## config.mk

```make
export PLATFORM = sky130hd
export DESIGN_NAME = cpt_cross
export DESIGN_NICKNAME = d
export VERILOG_FILES = /design/src/cpt_pkg.sv /design/src/cpt_cross.sv
export SDC_FILE = /design/constraint.sdc
export NUM_CORES = 2
export LEC_CHECK = 0
export ABC_AREA = 1
export BUFFER_PORTS_ARGS = -buffer_cell sky130_fd_sc_hd__buf_2
export CAP_MARGIN = 20
export CORE_MARGIN = 5
export CORE_UTILIZATION = 65
export DETAILED_ROUTE_END_ITERATION = 6
export PLACE_DENSITY = 0.82
export SYNTH_ARGS = -nofsm -noshare
export SYNTH_HDL_FRONTEND = slang
export SYNTH_SLANG_ARGS = --single-unit
```

## constraint.sdc

```tcl
create_clock -name i_clk -period 10.4 [get_ports i_clk]
set_clock_uncertainty 0.05 [all_clocks]
set_input_delay 0.52 -clock i_clk [delete_from_list [all_inputs] [get_ports i_clk]]
set_output_delay 0.52 -clock i_clk [all_outputs]
set_load 0.02 [all_outputs]
```

## src/cpt_pkg.sv

```systemverilog
// ----------------------------------------------------------------------------
// cpt_pkg
// Shared types and constants for the convex polygon point test core.
// ----------------------------------------------------------------------------
package cpt_pkg;

    // coordinate format: signed Q16.8
    localparam int COORD_W   = 24;
    localparam int MAX_VERT  = 64;
    localparam int ADDR_W    = $clog2(MAX_VERT);
    localparam int CNT_W     = ADDR_W + 1;
    localparam int DIFF_W    = COORD_W + 1;
    localparam int PROD_W    = 2 * DIFF_W;

    // stream payload widths
    localparam int IN_FIELDS_W = ADDR_W + 2 * COORD_W;
    localparam int IN_TDATA_W  = ((IN_FIELDS_W + 7) / 8) * 8;
    localparam int OUT_TDATA_W = 8;

    // opcodes carried in tuser
    localparam logic OP_VERTEX = 1'b0;
    localparam logic OP_QUERY  = 1'b1;

    typedef struct packed {
        logic signed [COORD_W-1:0] y;
        logic signed [COORD_W-1:0] x;
    } t_vertex;

    // control that travels with one edge down the cross-product pipe
    typedef struct packed {
        logic vld;
        logic first;
        logic last;
    } t_edge_ctl;

endpackage

```

## src/cpt_cross.sv

```systemverilog
// ----------------------------------------------------------------------------
// cpt_cross
// Two-stage edge unit: forms both partial cross products of one edge with
// (point - edge start), then registers whether their difference is negative.
// ----------------------------------------------------------------------------
module cpt_cross (
    input  logic                i_clk,
    input  logic                i_rst_n,
    input  cpt_pkg::t_edge_ctl  i_ctl,
    input  cpt_pkg::t_vertex    i_start,
    input  cpt_pkg::t_vertex    i_end,
    input  cpt_pkg::t_vertex    i_point,
    output cpt_pkg::t_edge_ctl  o_ctl,
    output logic                o_neg
);
    import cpt_pkg::*;

    logic signed [DIFF_W-1:0] d1x, d1y, d2x, d2y;
    logic signed [PROD_W-1:0] p1, p2;
    logic signed [PROD_W-1:0] r_p1, r_p2;
    t_edge_ctl                r_ctl_a;
    t_edge_ctl                r_ctl_b;
    logic                     r_neg;

    // edge vector and point offset, sign extended by one bit
    assign d1x = DIFF_W'(i_end.x)   - DIFF_W'(i_start.x);
    assign d1y = DIFF_W'(i_end.y)   - DIFF_W'(i_start.y);
    assign d2x = DIFF_W'(i_point.x) - DIFF_W'(i_start.x);
    assign d2y = DIFF_W'(i_point.y) - DIFF_W'(i_start.y);

    // exact products, 25 x 25 -> 50 bits
    assign p1 = PROD_W'(d1x) * PROD_W'(d2y);
    assign p2 = PROD_W'(d1y) * PROD_W'(d2x);

    // stage A: products
    always_ff @(posedge i_clk) begin
        r_p1 <= p1;
        r_p2 <= p2;
        if (!i_rst_n) begin
            r_ctl_a <= '0;
        end else begin
            r_ctl_a <= i_ctl;
        end
    end

    // stage B: sign of cross product (zero counts as non-negative)
    always_ff @(posedge i_clk) begin
        r_neg <= (r_p1 < r_p2);
        if (!i_rst_n) begin
            r_ctl_b <= '0;
        end else begin
            r_ctl_b <= r_ctl_a;
        end
    end

    assign o_ctl = r_ctl_b;
    assign o_neg = r_neg;

endmodule

```

### Word level (Yosys, flattened, before mapping)

Index checks and enable logic that the tools add are counted.

* bits in read-only memories: 0
* input bits: 149
* bits in registers: 107
* word-level logic and storage cells: 16
* output and inout bits: 4
* memories: 0
* RAM bits: 0
* latch bits: 0

* shifts and indexed selects: 0
* $add $sub $neg: 4
* bitwise logic cells: 0
* multiplexer cells: 0
* reduce and logical (&&, ||, !) cells: 0
* divide/modulo/power cells: 0
* multiply operators: 2
* order comparisons: 1
* equality and inequality tests: 0

Operator list (number)
* $mul 25x25->50: 2
* $sub 24x24->25: 4
* $lt 50x50->1: 1

### Depth between registers and ports, before layout

* word-level depth: 2
* gate-level depth with buffers: 44
* gate-level depth less buffers: 44

### Worst setup path after synthesis

OpenSTA, ideal clock, no wires.

* kind: input -> register
* start: input port i_end[0] (netlist bit)
* end: register r_p1[47]
* slack: 2655 ps
* stages on the path: 37
* required time: 10237 ps
* arrival time: 7582 ps
* buffers on the path: 1
* cells stage by stage: inv_1 > ha_1 > inv_1 > fa_1 > nand2_1 > inv_1 > nand2_1 > nand2_1 > nand2_1 > nand2_1 > nand2_1 > nand3_1 > nand2_1 > nand2_1 > buf_4 > nor2_1 > fa_1 > fa_1 > inv_1 > fa_1 > inv_1 > fa_1 > fa_1 > inv_1 > fa_1 > inv_1 > fa_1 > ha_1 > nand2_1 > inv_1 > nand2_1 > nor3_1 > nand2_1 > inv_1 > nand3_1 > nand4_1 > nand2_1

* word-level cells in the longest chain between the ends: 2

RTL lines
* from (decl): RTL line cpt_cross.sv:11 `input cpt_pkg::t_vertex i_end,`
* $sub 24x24->25: RTL line cpt_cross.sv:26 `assign d1x = DIFF_W'(i_end.x) - DIFF_W'(i_start.x);`
* $mul 25x25->50: RTL line cpt_cross.sv:32 `assign p1 = PROD_W'(d1x) * PROD_W'(d2y);`
* via p1[47]: RTL line cpt_cross.sv:19 `logic signed [PROD_W-1:0] p1, p2;`
* to (signal assigned): RTL line cpt_cross.sv:37 `r_p1 <= p1;`
* to (decl): RTL line cpt_cross.sv:20 `logic signed [PROD_W-1:0] r_p1, r_p2;`

The timed path passes the listed nets, and every way through them passes these cells.
A chain may end at the register's enable or synchronous reset.

### Worst setup path after layout

* start: input port i_start[24] (netlist bit)
* end: register r_p2[44]

* word-level cells in the longest chain between the ends: 2

RTL lines
* from (decl): RTL line cpt_cross.sv:10 `input cpt_pkg::t_vertex i_start,`
* $sub 24x24->25: RTL line cpt_cross.sv:27 `assign d1y = DIFF_W'(i_end.y) - DIFF_W'(i_start.y);`
* $mul 25x25->50: RTL line cpt_cross.sv:33 `assign p2 = PROD_W'(d1y) * PROD_W'(d2x);`
* via p2[44]: RTL line cpt_cross.sv:19
* to (signal assigned): RTL line cpt_cross.sv:38 `r_p2 <= p2;`
* to (decl): RTL line cpt_cross.sv:20

The timed path passes the listed nets, and every way through them passes these cells.

==> flow_summary.rst <==
.. list-table::
   :header-rows: 1

   * - Metric
     - Value
   * - Run status
     - finished clean
   * - Detailed-route via count
     - 50675
   * - Final-stage net count
     - 9623
   * - Arrival time at the worst endpoint
     - 9.24 ns
   * - Library cell occupying the most area in the post-synthesis netlist
     - fa_1
   * - Count of placed standard cells in the final layout, fillers left out
     - 8901
   * - Post-route core utilization
     - 68.3%
   * - Iteration-0 DRC count of the detailed router
     - 5206
   * - Seq/Total Area, Yosys
     - 3.71%
   * - Library cells used by synthesis
     - 42
   * - Synthesis Warnings
     - 0
   * - Final hold violation count
     - 0
   * - Buffer levels on the longest clock path
     - 2
   * - Max-slew headroom
     - 16.6%
   * - Post-CTS setup buffer count
     - 0
   * - Family with the most delay on the worst path
     - adder cells
   * - Die width
     - 308 um
   * - Post-Syn Instances
     - 7634
   * - Count of max-cap constraint violations
     - 0
   * - Required time at the worst-slack endpoint
     - 10.61 ns
   * - Height of the chip
     - 308 um
   * - Period Utilization, post-route
     - 86.8%
   * - Proportion of netlist area held by the largest area contributor
     - 45.8%
   * - Most frequent cell after synthesis
     - nand2_1
   * - Type of the tightest min-delay check
     - input pin to flop
   * - Number of global-route vias before repair
     - 54554
   * - CTS-repair resized insts
     - 0
   * - Worst-path clk slew
     - 0.09 ns
   * - Time the worst path needs with I/O delays and setup
     - 9.03 ns
   * - Syn_area_per_cell
     - 7.56 sq um
   * - Highest cell delay on the worst timing path
     - 0.91 ns
   * - Nets in the synthesized netlist
     - 9530
   * - Number of top-level design ports
     - 153
   * - Most instantiated flip-flop cell in the synthesis netlist
     - dfxtp_1
   * - Floorplan row count
     - 109
   * - Top achievable clock speed
     - 0.111 GHz
   * - Sinks on Clock Net
     - 107
   * - Slowest CP cell
     - fa_1
   * - Post-Syn Area
     - 57700 sq um
   * - Remaining design rule violation count
     - 0
   * - Latest clock arrival within the worst-skew pair
     - 0.36 ns
   * - Final sum of negative setup slack
     - 0 ns
   * - Signed area change from the synthesized netlist to the final layout
     - 4.47%
   * - Unrepaired setup endpoints after global routing
     - no
   * - PortBufs
     - 152
   * - Placer's final routability congestion estimate
     - 1.04
   * - Pre-Repair DR Iteration Count
     - 6
   * - Dominant cells by area after synthesis
     - fa_1, nand2_1, inv_1
   * - Count of flip-flops with a built-in enable after synthesis
     - 0
   * - Count of final max-slew check failures
     - 0
   * - Placed cell count
     - 8879
   * - Sort of element at the start of the critical path
     - input pin
   * - Final number of setup-violating endpoints
     - 0
   * - Number of buffers created by CTS
     - 9
   * - Average vias per placed instance
     - 5.69
   * - Number of storage elements in the synthesis netlist
     - 107
   * - Share of flip-flops with an asynchronous set or reset
     - 0%
   * - Wirelength, routed
     - 198000 um
   * - Number of antenna violations at the first check in global routing
     - 5
   * - Total overflow reported by the global router
     - 0
   * - Setup crit start
     - i_start[24]
   * - Startpoint of the worst hold path
     - i_ctl[2]
   * - CP Max Fanout
     - 10
   * - TritonCTS clock tree
     - built
   * - Transition time of the tightest slew-check pin
     - 1.25 ns
   * - Class of the most critical setup path
     - input pin to flop
   * - Count of H-tree levels built during CTS
     - 3
   * - Post-cts hold buffer count
     - 0
   * - DP Wirelength
     - 169000 um
   * - Number of buffers and inverters on the critical path
     - 4
   * - Average wire length per cell after detail routing
     - 22.2 um
   * - DIE AREA
     - 94900 sq um
   * - Launching point of the worst reg2reg path
     - r_p2[49]
   * - Pin count of the biggest net entering global routing
     - 26
   * - First-pass GRT wire length
     - 309000 um
   * - Initial standard-cell utilization of the core
     - 65.4%
   * - Cell chosen for the clock root
     - clkbuf_16
   * - Share of post-route cells with drive strength above 1
     - 4.63%
   * - Crit. End Element
     - flop
   * - Antenna Nets Post-Route
     - 0
   * - Worst hold slack across all endpoints
     - 0.280 ns
   * - Overall Global Routing Usage
     - 42.7%
   * - Top cells by count, synth
     - nand2_1, inv_1, fa_1, nor2_1, ha_1
   * - Core area
     - 88200 sq um
-- layer usage --
metal	vias up	track usage (%)	part of all wire, %
li1	22131	-	-
met4	2	24.7	7.8
met3	848	10.5	12
met2	3170	67.0	44
met1	24524	54.6	36
met5	-	0	0.010
-- placed cells by master, fill, tap and decap left out, types with 28 or more instances in the layout --
cell,synthesis,layout
nor3_1,28,28
o21ai_0,58,58
buf_2,88,152
xor2_1,58,48
nand4_1,70,70
a21oi_1,193,193
inv_1,1966,1966
nand2_1,2112,2112
fa_1,1320,1320
inv_2,28,28
nor2_1,752,752
dfxtp_1,107,107
buf_4,18,85
nand3_1,202,202
ha_1,427,427
-- cell type report --
class / count / area (sq um)
fill: 7439 / 27900
clock buffer: 9 / 225
inverter: 1998 / 7500
tap: 1165 / 1460
sequential: 107 / 2140
antenna: 4 / 10.0
multi-input combinational: 5372 / 47400
timing repair buffer: 239 / 1450
clock inverter: 7 / 88.8
-- sequential cells by signal, indices dropped and copies added, names as in the netlist --
register  cells
o_ctl         3
r_ctl_a       3
r_p2         50
o_neg         1
r_p1         50
-- final timing paths --
check,to,slack [ns],depth (start not counted)
worst max register to register,o_neg,8.52,9
worst max-delay path,r_p2[44],1.37,30
worst min register to register,o_ctl[1],0.37,2
worst min-delay path,r_ctl_a[2],0.28,3
-- worst min-delay path: cells and delay by family --
| family | cells | cell delay, ns |
|---|---|---|
| buffers and inverters | 2 | 0.11 |
| AND/OR/NAND/NOR | 1 | 0.04 |
-- metrics by stage --
stage / area, sq um / worst slack [ns]
2_1_floorplan: 57700 / 2.65
3_3_place_gp: 59900 / 1.32
3_5_place_dp: 59900 / 1.18
4_1_cts: 60200 / 1.52
5_1_grt: 60300 / 0.869
6_report: 60300 / 1.37
-- cell families after synthesis --
group / after synthesis / share of synthesized area (%)
DFF: 107 / 3.71
adders and majority gates: 1747 / 55.0
buffers and inverters: 2155 / 14.3
xor gates and xnor gates: 112 / 2.15
and+or+nand+nor: 3229 / 22.1
AOI/OAI and AO/OA: 284 / 2.63
Power is not shown: default switching activity piles up to over one toggle a cycle in this logic, so the estimate is an artifact.
